$ cat src/design/i2cee_pkg.sv
package i2cee_pkg;

    // Request kinds carried in the kind field of an input item.
    localparam logic [1:0] KIND_TICK  = 2'd0;
    localparam logic [1:0] KIND_READ  = 2'd1;
    localparam logic [1:0] KIND_WRITE = 2'd2;

    // Configuration register indexes.
    localparam logic [1:0] CFG_DEVICE_ADDRESS = 2'd0;
    localparam logic [1:0] CFG_ACK_TIMEOUT    = 2'd1;
    localparam logic [1:0] CFG_READ_GAP       = 2'd2;
    localparam logic [1:0] CFG_WRITE_GAP      = 2'd3;

    localparam int CFG_INDEX_W = 2;
    localparam int CFG_DATA_W  = 16;

    // Reset values of the configuration registers.
    localparam logic [6:0]  RST_DEVICE_ADDRESS = 7'd80;
    localparam logic [7:0]  RST_ACK_TIMEOUT    = 8'd255;
    localparam logic [15:0] RST_READ_GAP       = 16'd100;
    localparam logic [15:0] RST_WRITE_GAP      = 16'd5000;

    // One input item: a bus tick with an optional request.
    typedef struct packed {
        logic [1:0] kind;
        logic [7:0] word_address;
        logic [7:0] write_data;
        logic       sda_in;
    } in_item_t;

    // One result item: pin levels and status for the tick.
    typedef struct packed {
        logic       scl_out;
        logic       sda_out;
        logic       busy_res;
        logic       done_res;
        logic [7:0] read_result;
        logic       ack_missing;
    } out_item_t;

    // Current configuration as seen by the sequencer.
    typedef struct packed {
        logic [6:0]  device_address;
        logic [7:0]  ack_timeout_ticks;
        logic [15:0] read_gap_ticks;
        logic [15:0] write_gap_ticks;
    } cfg_t;

endpackage

$ cat src/design/i2c_eeprom_byte_master_unit.sv
// The result for an input item is registered and presented in the cycle after acceptance.
// Throughput: one item per cycle when not stalled; each item is one bus tick, so a byte
// write or random read takes as many items as its bus ticks plus the configured gap.
// The output register sets the pace: a new item is taken whenever it is empty or drained.
// Reset (aresetn, synchronous, active low) returns the sequencer to idle, clears the
// read byte and flags, and loads the configuration registers with their defaults.
module i2c_eeprom_byte_master_unit (
    input  logic                                aclk,
    input  logic                                aresetn,
    input  logic                                s_valid,
    output logic                                s_ready,
    input  i2cee_pkg::in_item_t                 s_item,
    output logic                                m_valid,
    input  logic                                m_ready,
    output i2cee_pkg::out_item_t                m_item,
    input  logic                                cfg_we,
    input  logic [i2cee_pkg::CFG_INDEX_W-1:0]   cfg_index,
    input  logic [i2cee_pkg::CFG_DATA_W-1:0]    cfg_wdata
);
    import i2cee_pkg::*;

    cfg_t      cfg;
    out_item_t result;
    out_item_t m_item_reg;
    logic      m_valid_reg;
    logic      accept;

    assign s_ready = !m_valid_reg || m_ready;
    assign accept  = s_valid && s_ready;

    i2cee_cfg u_cfg (
        .aclk      (aclk),
        .aresetn   (aresetn),
        .cfg_we    (cfg_we),
        .cfg_index (cfg_index),
        .cfg_wdata (cfg_wdata),
        .cfg       (cfg)
    );

    i2cee_seq u_seq (
        .aclk    (aclk),
        .aresetn (aresetn),
        .step    (accept),
        .item    (s_item),
        .cfg     (cfg),
        .result  (result)
    );

    // Output valid flag.
    always_ff @(posedge aclk) begin
        if (!aresetn) begin
            m_valid_reg <= 1'b0;
        end else if (accept) begin
            m_valid_reg <= 1'b1;
        end else if (m_ready) begin
            m_valid_reg <= 1'b0;
        end
    end

    // Output payload register.
    always_ff @(posedge aclk) begin
        if (accept) begin
            m_item_reg <= result;
        end
    end

    assign m_valid = m_valid_reg;
    assign m_item  = m_item_reg;

endmodule

$ cat src/design/i2cee_cfg.sv
module i2cee_cfg (
    input  logic                                aclk,
    input  logic                                aresetn,
    input  logic                                cfg_we,
    input  logic [i2cee_pkg::CFG_INDEX_W-1:0]   cfg_index,
    input  logic [i2cee_pkg::CFG_DATA_W-1:0]    cfg_wdata,
    output i2cee_pkg::cfg_t                     cfg
);
    import i2cee_pkg::*;

    logic [6:0]  device_address_reg;
    logic [7:0]  ack_timeout_reg;
    logic [15:0] read_gap_reg;
    logic [15:0] write_gap_reg;

    // Register file, loaded one register per write.
    always_ff @(posedge aclk) begin
        if (!aresetn) begin
            device_address_reg <= RST_DEVICE_ADDRESS;
            ack_timeout_reg    <= RST_ACK_TIMEOUT;
            read_gap_reg       <= RST_READ_GAP;
            write_gap_reg      <= RST_WRITE_GAP;
        end else if (cfg_we) begin
            unique case (cfg_index)
                CFG_DEVICE_ADDRESS: device_address_reg <= cfg_wdata[6:0];
                CFG_ACK_TIMEOUT:    ack_timeout_reg    <= cfg_wdata[7:0];
                CFG_READ_GAP:       read_gap_reg       <= cfg_wdata;
                CFG_WRITE_GAP:      write_gap_reg      <= cfg_wdata;
                default: ;
            endcase
        end
    end

    assign cfg.device_address    = device_address_reg;
    assign cfg.ack_timeout_ticks = ack_timeout_reg;
    assign cfg.read_gap_ticks    = read_gap_reg;
    assign cfg.write_gap_ticks   = write_gap_reg;

endmodule

$ cat src/design/i2cee_seq.sv
module i2cee_seq (
    input  logic                  aclk,
    input  logic                  aresetn,
    input  logic                  step,
    input  i2cee_pkg::in_item_t   item,
    input  i2cee_pkg::cfg_t       cfg,
    output i2cee_pkg::out_item_t  result
);
    import i2cee_pkg::*;

    // Bus phases of the transaction sequencer.
    localparam logic [4:0] PH_IDLE    = 5'd0;
    localparam logic [4:0] PH_ST_HI   = 5'd1;
    localparam logic [4:0] PH_ST_FALL = 5'd2;
    localparam logic [4:0] PH_ST_LOW  = 5'd3;
    localparam logic [4:0] PH_BIT_LOW = 5'd4;
    localparam logic [4:0] PH_BIT_HI  = 5'd5;
    localparam logic [4:0] PH_REL     = 5'd6;
    localparam logic [4:0] PH_ACK_W   = 5'd7;
    localparam logic [4:0] PH_ACK_LOW = 5'd8;
    localparam logic [4:0] PH_RD_HI   = 5'd9;
    localparam logic [4:0] PH_RD_LOW  = 5'd10;
    localparam logic [4:0] PH_NK_HI   = 5'd11;
    localparam logic [4:0] PH_NK_LOW  = 5'd12;
    localparam logic [4:0] PH_SP_LOW  = 5'd13;
    localparam logic [4:0] PH_SP_RISE = 5'd14;
    localparam logic [4:0] PH_SP_HI   = 5'd15;
    localparam logic [4:0] PH_GAP     = 5'd16;

    localparam logic [3:0] BITS_PER_BYTE = 4'd8;
    localparam logic [2:0] IDX_DEV_WR    = 3'd0;
    localparam logic [2:0] IDX_WORD      = 3'd1;
    localparam logic [2:0] IDX_THIRD     = 3'd2;
    localparam logic [2:0] IDX_DONE      = 3'd3;

    logic [4:0]  phase_reg, phase_next, phase_cur;
    logic [3:0]  bit_counter_reg, bit_counter_next, bit_counter_inc;
    logic [2:0]  byte_index_reg, byte_index_next;
    logic [7:0]  shift_byte_reg, shift_byte_next;
    logic [7:0]  ack_wait_reg, ack_wait_next, ack_wait_inc;
    logic [15:0] gap_count_reg, gap_count_next;
    logic [7:0]  held_address_reg, held_address_next;
    logic [7:0]  held_data_reg, held_data_next;
    logic        is_write_reg, is_write_next;
    logic        ack_flag_reg, ack_flag_next;
    logic [7:0]  last_read_reg, last_read_next;
    logic        request;
    logic        scl, sda, busy, done;

    assign request = (phase_reg == PH_IDLE) &&
                     ((item.kind == KIND_READ) || (item.kind == KIND_WRITE));
    assign phase_cur       = request ? PH_ST_HI : phase_reg;
    assign bit_counter_inc = bit_counter_reg + 4'd1;
    assign ack_wait_inc    = ack_wait_reg + 8'd1;

    // Next state and pin levels for the current tick.
    always_comb begin
        phase_next        = phase_cur;
        bit_counter_next  = bit_counter_reg;
        byte_index_next   = request ? IDX_DEV_WR : byte_index_reg;
        shift_byte_next   = shift_byte_reg;
        ack_wait_next     = ack_wait_reg;
        gap_count_next    = gap_count_reg;
        held_address_next = request ? item.word_address : held_address_reg;
        held_data_next    = request ? item.write_data : held_data_reg;
        is_write_next     = request ? (item.kind == KIND_WRITE) : is_write_reg;
        ack_flag_next     = request ? 1'b0 : ack_flag_reg;
        last_read_next    = last_read_reg;
        scl  = 1'b1;
        sda  = 1'b1;
        busy = 1'b1;
        done = 1'b0;

        unique case (phase_cur)
            PH_ST_HI: begin
                phase_next = PH_ST_FALL;
            end
            PH_ST_FALL: begin
                sda        = 1'b0;
                phase_next = PH_ST_LOW;
            end
            PH_ST_LOW: begin
                scl              = 1'b0;
                sda              = 1'b0;
                // The read direction bit is set on the address after the repeated start.
                shift_byte_next  = {cfg.device_address, (byte_index_reg == IDX_THIRD)};
                bit_counter_next = 4'd0;
                phase_next       = PH_BIT_LOW;
            end
            PH_BIT_LOW: begin
                scl        = 1'b0;
                sda        = shift_byte_reg[7];
                phase_next = PH_BIT_HI;
            end
            PH_BIT_HI: begin
                sda              = shift_byte_reg[7];
                shift_byte_next  = {shift_byte_reg[6:0], 1'b0};
                bit_counter_next = bit_counter_inc;
                phase_next       = (bit_counter_inc >= BITS_PER_BYTE) ? PH_REL : PH_BIT_LOW;
            end
            PH_REL: begin
                scl           = 1'b0;
                ack_wait_next = 8'd0;
                phase_next    = PH_ACK_W;
            end
            PH_ACK_W: begin
                // Hold SCL high until the slave pulls SDA low or time runs out.
                if (!item.sda_in) begin
                    phase_next = PH_ACK_LOW;
                end else begin
                    ack_wait_next = ack_wait_inc;
                    if (ack_wait_inc >= cfg.ack_timeout_ticks) begin
                        ack_flag_next = 1'b1;
                        phase_next    = PH_ACK_LOW;
                    end
                end
            end
            PH_ACK_LOW: begin
                scl = 1'b0;
                priority if (byte_index_reg == IDX_DEV_WR) begin
                    byte_index_next  = IDX_WORD;
                    shift_byte_next  = held_address_reg;
                    bit_counter_next = 4'd0;
                    phase_next       = PH_BIT_LOW;
                end else if (byte_index_reg == IDX_WORD) begin
                    byte_index_next = IDX_THIRD;
                    if (is_write_reg) begin
                        shift_byte_next  = held_data_reg;
                        bit_counter_next = 4'd0;
                        phase_next       = PH_BIT_LOW;
                    end else begin
                        phase_next = PH_ST_HI;
                    end
                end else begin
                    byte_index_next = IDX_DONE;
                    if (is_write_reg) begin
                        phase_next = PH_SP_LOW;
                    end else begin
                        bit_counter_next = 4'd0;
                        shift_byte_next  = 8'd0;
                        phase_next       = PH_RD_HI;
                    end
                end
            end
            PH_RD_HI: begin
                shift_byte_next = {shift_byte_reg[6:0], item.sda_in};
                phase_next      = PH_RD_LOW;
            end
            PH_RD_LOW: begin
                scl              = 1'b0;
                bit_counter_next = bit_counter_inc;
                if (bit_counter_inc >= BITS_PER_BYTE) begin
                    last_read_next = shift_byte_reg;
                    phase_next     = PH_NK_HI;
                end else begin
                    phase_next = PH_RD_HI;
                end
            end
            PH_NK_HI: begin
                phase_next = PH_NK_LOW;
            end
            PH_NK_LOW: begin
                scl        = 1'b0;
                phase_next = PH_SP_LOW;
            end
            PH_SP_LOW: begin
                scl        = 1'b0;
                sda        = 1'b0;
                phase_next = PH_SP_RISE;
            end
            PH_SP_RISE: begin
                sda        = 1'b0;
                phase_next = PH_SP_HI;
            end
            PH_SP_HI: begin
                gap_count_next = is_write_reg ? cfg.write_gap_ticks : cfg.read_gap_ticks;
                phase_next     = PH_GAP;
            end
            PH_GAP: begin
                if (gap_count_reg != 16'd0) begin
                    gap_count_next = gap_count_reg - 16'd1;
                end else begin
                    busy       = 1'b0;
                    done       = 1'b1;
                    phase_next = PH_IDLE;
                end
            end
            default: begin
                busy       = 1'b0;
                phase_next = PH_IDLE;
            end
        endcase
    end

    // Sequencer state advances once per accepted item.
    always_ff @(posedge aclk) begin
        if (!aresetn) begin
            phase_reg        <= PH_IDLE;
            bit_counter_reg  <= 4'd0;
            byte_index_reg   <= 3'd0;
            shift_byte_reg   <= 8'd0;
            ack_wait_reg     <= 8'd0;
            gap_count_reg    <= 16'd0;
            held_address_reg <= 8'd0;
            held_data_reg    <= 8'd0;
            is_write_reg     <= 1'b0;
            ack_flag_reg     <= 1'b0;
            last_read_reg    <= 8'd0;
        end else if (step) begin
            phase_reg        <= phase_next;
            bit_counter_reg  <= bit_counter_next;
            byte_index_reg   <= byte_index_next;
            shift_byte_reg   <= shift_byte_next;
            ack_wait_reg     <= ack_wait_next;
            gap_count_reg    <= gap_count_next;
            held_address_reg <= held_address_next;
            held_data_reg    <= held_data_next;
            is_write_reg     <= is_write_next;
            ack_flag_reg     <= ack_flag_next;
            last_read_reg    <= last_read_next;
        end
    end

    assign result.scl_out     = scl;
    assign result.sda_out     = sda;
    assign result.busy_res    = busy;
    assign result.done_res    = done;
    assign result.read_result = last_read_next;
    assign result.ack_missing = ack_flag_next;

endmodule

$ cat config.mk
export PLATFORM = sky130hd
export DESIGN_NAME = i2c_eeprom_byte_master_unit
export DESIGN_NICKNAME = d
export VERILOG_FILES = /design/src/design/i2cee_pkg.sv /design/src/design/i2c_eeprom_byte_master_unit.sv /design/src/design/i2cee_cfg.sv /design/src/design/i2cee_seq.sv
export SDC_FILE = /design/constraint.sdc
export NUM_CORES = 1
export LEC_CHECK = 0
export ABC_CLOCK_PERIOD_IN_PS = 5900
export BUFFER_PORTS_ARGS = -buffer_cell sky130_fd_sc_hd__buf_4
export CORE_UTILIZATION = 50
export CTS_BUF_LIST = sky130_fd_sc_hd__clkbuf_4
export CTS_CLUSTER_DIAMETER = 50
export DETAILED_ROUTE_END_ITERATION = 12
export PLACE_DENSITY = 0.8
export SYNTH_ARGS = -nofsm -noshare
export SYNTH_HDL_FRONTEND = slang
export SYNTH_SLANG_ARGS = --single-unit
$ cat constraint.sdc
create_clock -name aclk -period 5.9 [get_ports aclk]
set_input_delay 0.295 -clock aclk [delete_from_list [all_inputs] [get_ports aclk]]
set_output_delay 0.295 -clock aclk [all_outputs]
set_load 0.01 [all_outputs]
==> summary.md <==
| Metric | Value |
|---|---|
| Outcome | complete, no violations |
| Clock tree root driver cell | clkbuf_4 |
| Flops & latches, synth | 130 |
| Leakage | 2.83 nW |
| Slew margin rel. | 0.248 |
| Pre-antenna DRT Iters | 7 |
| GRT Total Usage | 0.254 |
| Largest net degree at the start of global routing | 79 |
| Syn_area_per_cell | 8.43 µm² |
| WP data required | 6.37 ns |
| CP startpoint kind | flip-flop |
| Final Critical Period | 2.91 ns |
| Yosys warns | 0 |
| Power Density | 228 mW/mm² |
| Total grt overflow | 0 |
| Crit path max fanout | 27 |
| Hold Path Class | primary input to flip-flop |
| DIE AREA | 0.0131 mm² |
| Routed vias | 5753 |
| Peak VDD IR | 0.000176 V |
| Clock slew at reported path FFs | 0.12 ns |
| Final hold vios | 0 |
| Port bufs | 56 |
| Syn Nets | 803 |
| Post-synth EDFFs | 13 |
| Most frequent cells in the layout | nand2_1, dfxtp_1, a21oi_1, nor2_1, buf_4 |
| Depth of the worst register-to-register path | 5 |
| CTS tree | done |
| Hold Slack | 0.0635 ns |
| Clock Path Buffers | 2 |
| Async S/R FF share, synth | 0 |
| Worst R2R End | u_seq.gap_count_reg[13] |
| Final setup violating endpoints | 0 |
| Reg2reg setup slack | 2.99 ns |
| Worst-Margin Slew | 1.12 ns |
| CTS Buf Count | 17 |
| Cts repair resizes | 0 |
| Core box area | 0.0122 mm² |
| Final Instance Area | 0.00735 mm² |
| # IOs | 57 |
| Post-DRT Antenna Nets | 0 |
| MaxCap Viol Count | 0 |
| CP endpoint kind | flip-flop |
| Hold endpoint | u_cfg.device_address_reg[6] |
| 1st-iter DRT viols | 592 |
| Post-synth cell types | 69 |
| Worst Skew | 0.0215 ns |
| Synth Cell Area | 0.00631 mm² |
| Hold Crit Start | aresetn |
| DR DRC count | 0 |
| Global-route wire length before repair | 25.8 mm |
| CTS sink cnt | 130 |
| Share of cells above drive strength 1 | 0.148 |
| H-tree depth | 4 |
| RSZ-0062 raised after global routing | no |
| Prevailing post-synth register cell | dfxtp_1 |
| FP Rows | 40 |
| Final Non-Filler Cells | 993 |
| Post-DP HPWL | 10.5 mm |
| Period Utilization, post-route | 0.493 |
| RR Startpoint | u_seq.phase_reg[0] |
| Area grow syn2layout | 16.4% |
| WP data arrival | 3.39 ns |
| Initial antenna violation count | 1 |
| Dpl cells | 927 |
| Synth Instances | 749 |
| Via density | 5.79 |
| Register area share after synthesis | 0.433 |
| WL per Instance | 16.1 µm |
| Routed wire length | 16.0 mm |
| Commonest non-fill, non-tap cell in the layout | nand2_1 |
| Hold path depth | 2 |
| F_max | 344 MHz |
| Setup TNS | 0 ns |
| Critical path type | flip-flop to flip-flop |
| Clock Latency Late Sink | 0.55 ns |
| Vias in the first global route | 5293 |
| Area after DPL | 0.00675 mm² |
| Final nets | 865 |
| Initial core utilization | 0.519 |
| Final GP Congestion | 0.893 |
| Width of the die | 114 µm |
| Die height | 114 µm |
| Max-slew violation count | 0 |
routing by layer:
metal  routed length (µm)  GRT usage  vias to the layer above
li1                     -          -                     2789
met3                 1110     0.0551                       31
met5                    0          0                        -
met1                 6750      0.328                     2696
met4                  324      0.103                        0
met2                 7760      0.414                      237
worst max path at each step:
| stage | endpoint | start |
|---|---|---|
| after CTS | u_seq.gap_count_reg[12] | u_seq.phase_reg[0] |
| after floorplan | u_seq.phase_reg[3] | u_seq.ack_wait_reg[0] |
| after detailed placement | u_seq.gap_count_reg[14] | u_seq.phase_reg[0] |
| after global routing | u_seq.byte_index_reg[1] | m_valid |
| final | u_seq.gap_count_reg[13] | u_seq.phase_reg[0] |
| after global placement | u_seq.ack_flag_reg | m_ready |
critical path: stages, from the launching register on:
cell and delay, ns:
dfxtp_1 0.58, nor4_4 0.56, and2_1 0.77, a311o_2 0.55
o21ai_0 0.17, a21oi_1 0.19
metrics by stage:
step            util  power (mW)  setup WS (ns)
6_report       0.604        1.67           2.99
5_1_grt        0.604        1.74           2.73
4_1_cts        0.604        1.68           3.05
3_5_place_dp   0.555        1.09           3.08
3_3_place_gp   0.555        1.08           3.19
2_1_floorplan      -        1.03           3.67
area by class of cell:
cell class / instances / area [µm²]
clock inverter: 15 / 138
inverter: 19 / 71.3
fill: 1026 / 4810
multi-input combinational: 550 / 3280
tap: 168 / 210
antenna: 1 / 2.50
timing repair buffer: 93 / 781
sequential: 130 / 2730
clock buffer: 17 / 128
synthesized netlist by cell type (10+ instances only):
library cell / number / area [µm²]
mux2_2: 15 / 169
edfxtp_1: 13 / 390
nor3_1: 11 / 55.1
mux2i_1: 32 / 320
o211ai_1: 10 / 75.1
dfxtp_1: 117 / 2340
clkbuf_1: 29 / 109
nor2_1: 68 / 255
ha_1: 12 / 150
inv_1: 19 / 71.3
buf_2: 10 / 50.1
nand3_1: 17 / 85.1
a21oi_1: 79 / 395
nand2_1: 147 / 552
o21ai_0: 26 / 130
timing repair:
action / 4_1_cts / 5_1_grt
hold buffers: 33 / 0
endpoints found under the hold margin: 61 / 0
setup endpoints to repair: 0 / 0
buffers inserted: 0 / 0
cells by family after synthesis:
| group | synth area share |
|---|---|
| AO/OA/AOI/OAI | 0.186 |
| XOR/XNOR | 0.0125 |
| adder cells (fa/ha/maj) | 0.0238 |
| buffers and inverters | 0.0466 |
| flip-flops | 0.433 |
| multiplexers | 0.0775 |
| AND/OR/NAND/NOR | 0.221 |
power by group:
group          total (mW)  internal, mW  leakage [nW]  switching [mW]
combinational       0.158        0.0712          1.61          0.0868
clock               0.584         0.247         0.147           0.338
sequential          0.931         0.916          1.07          0.0154
total                1.67          1.23          2.83           0.440
(Power assumes the default switching activity.)
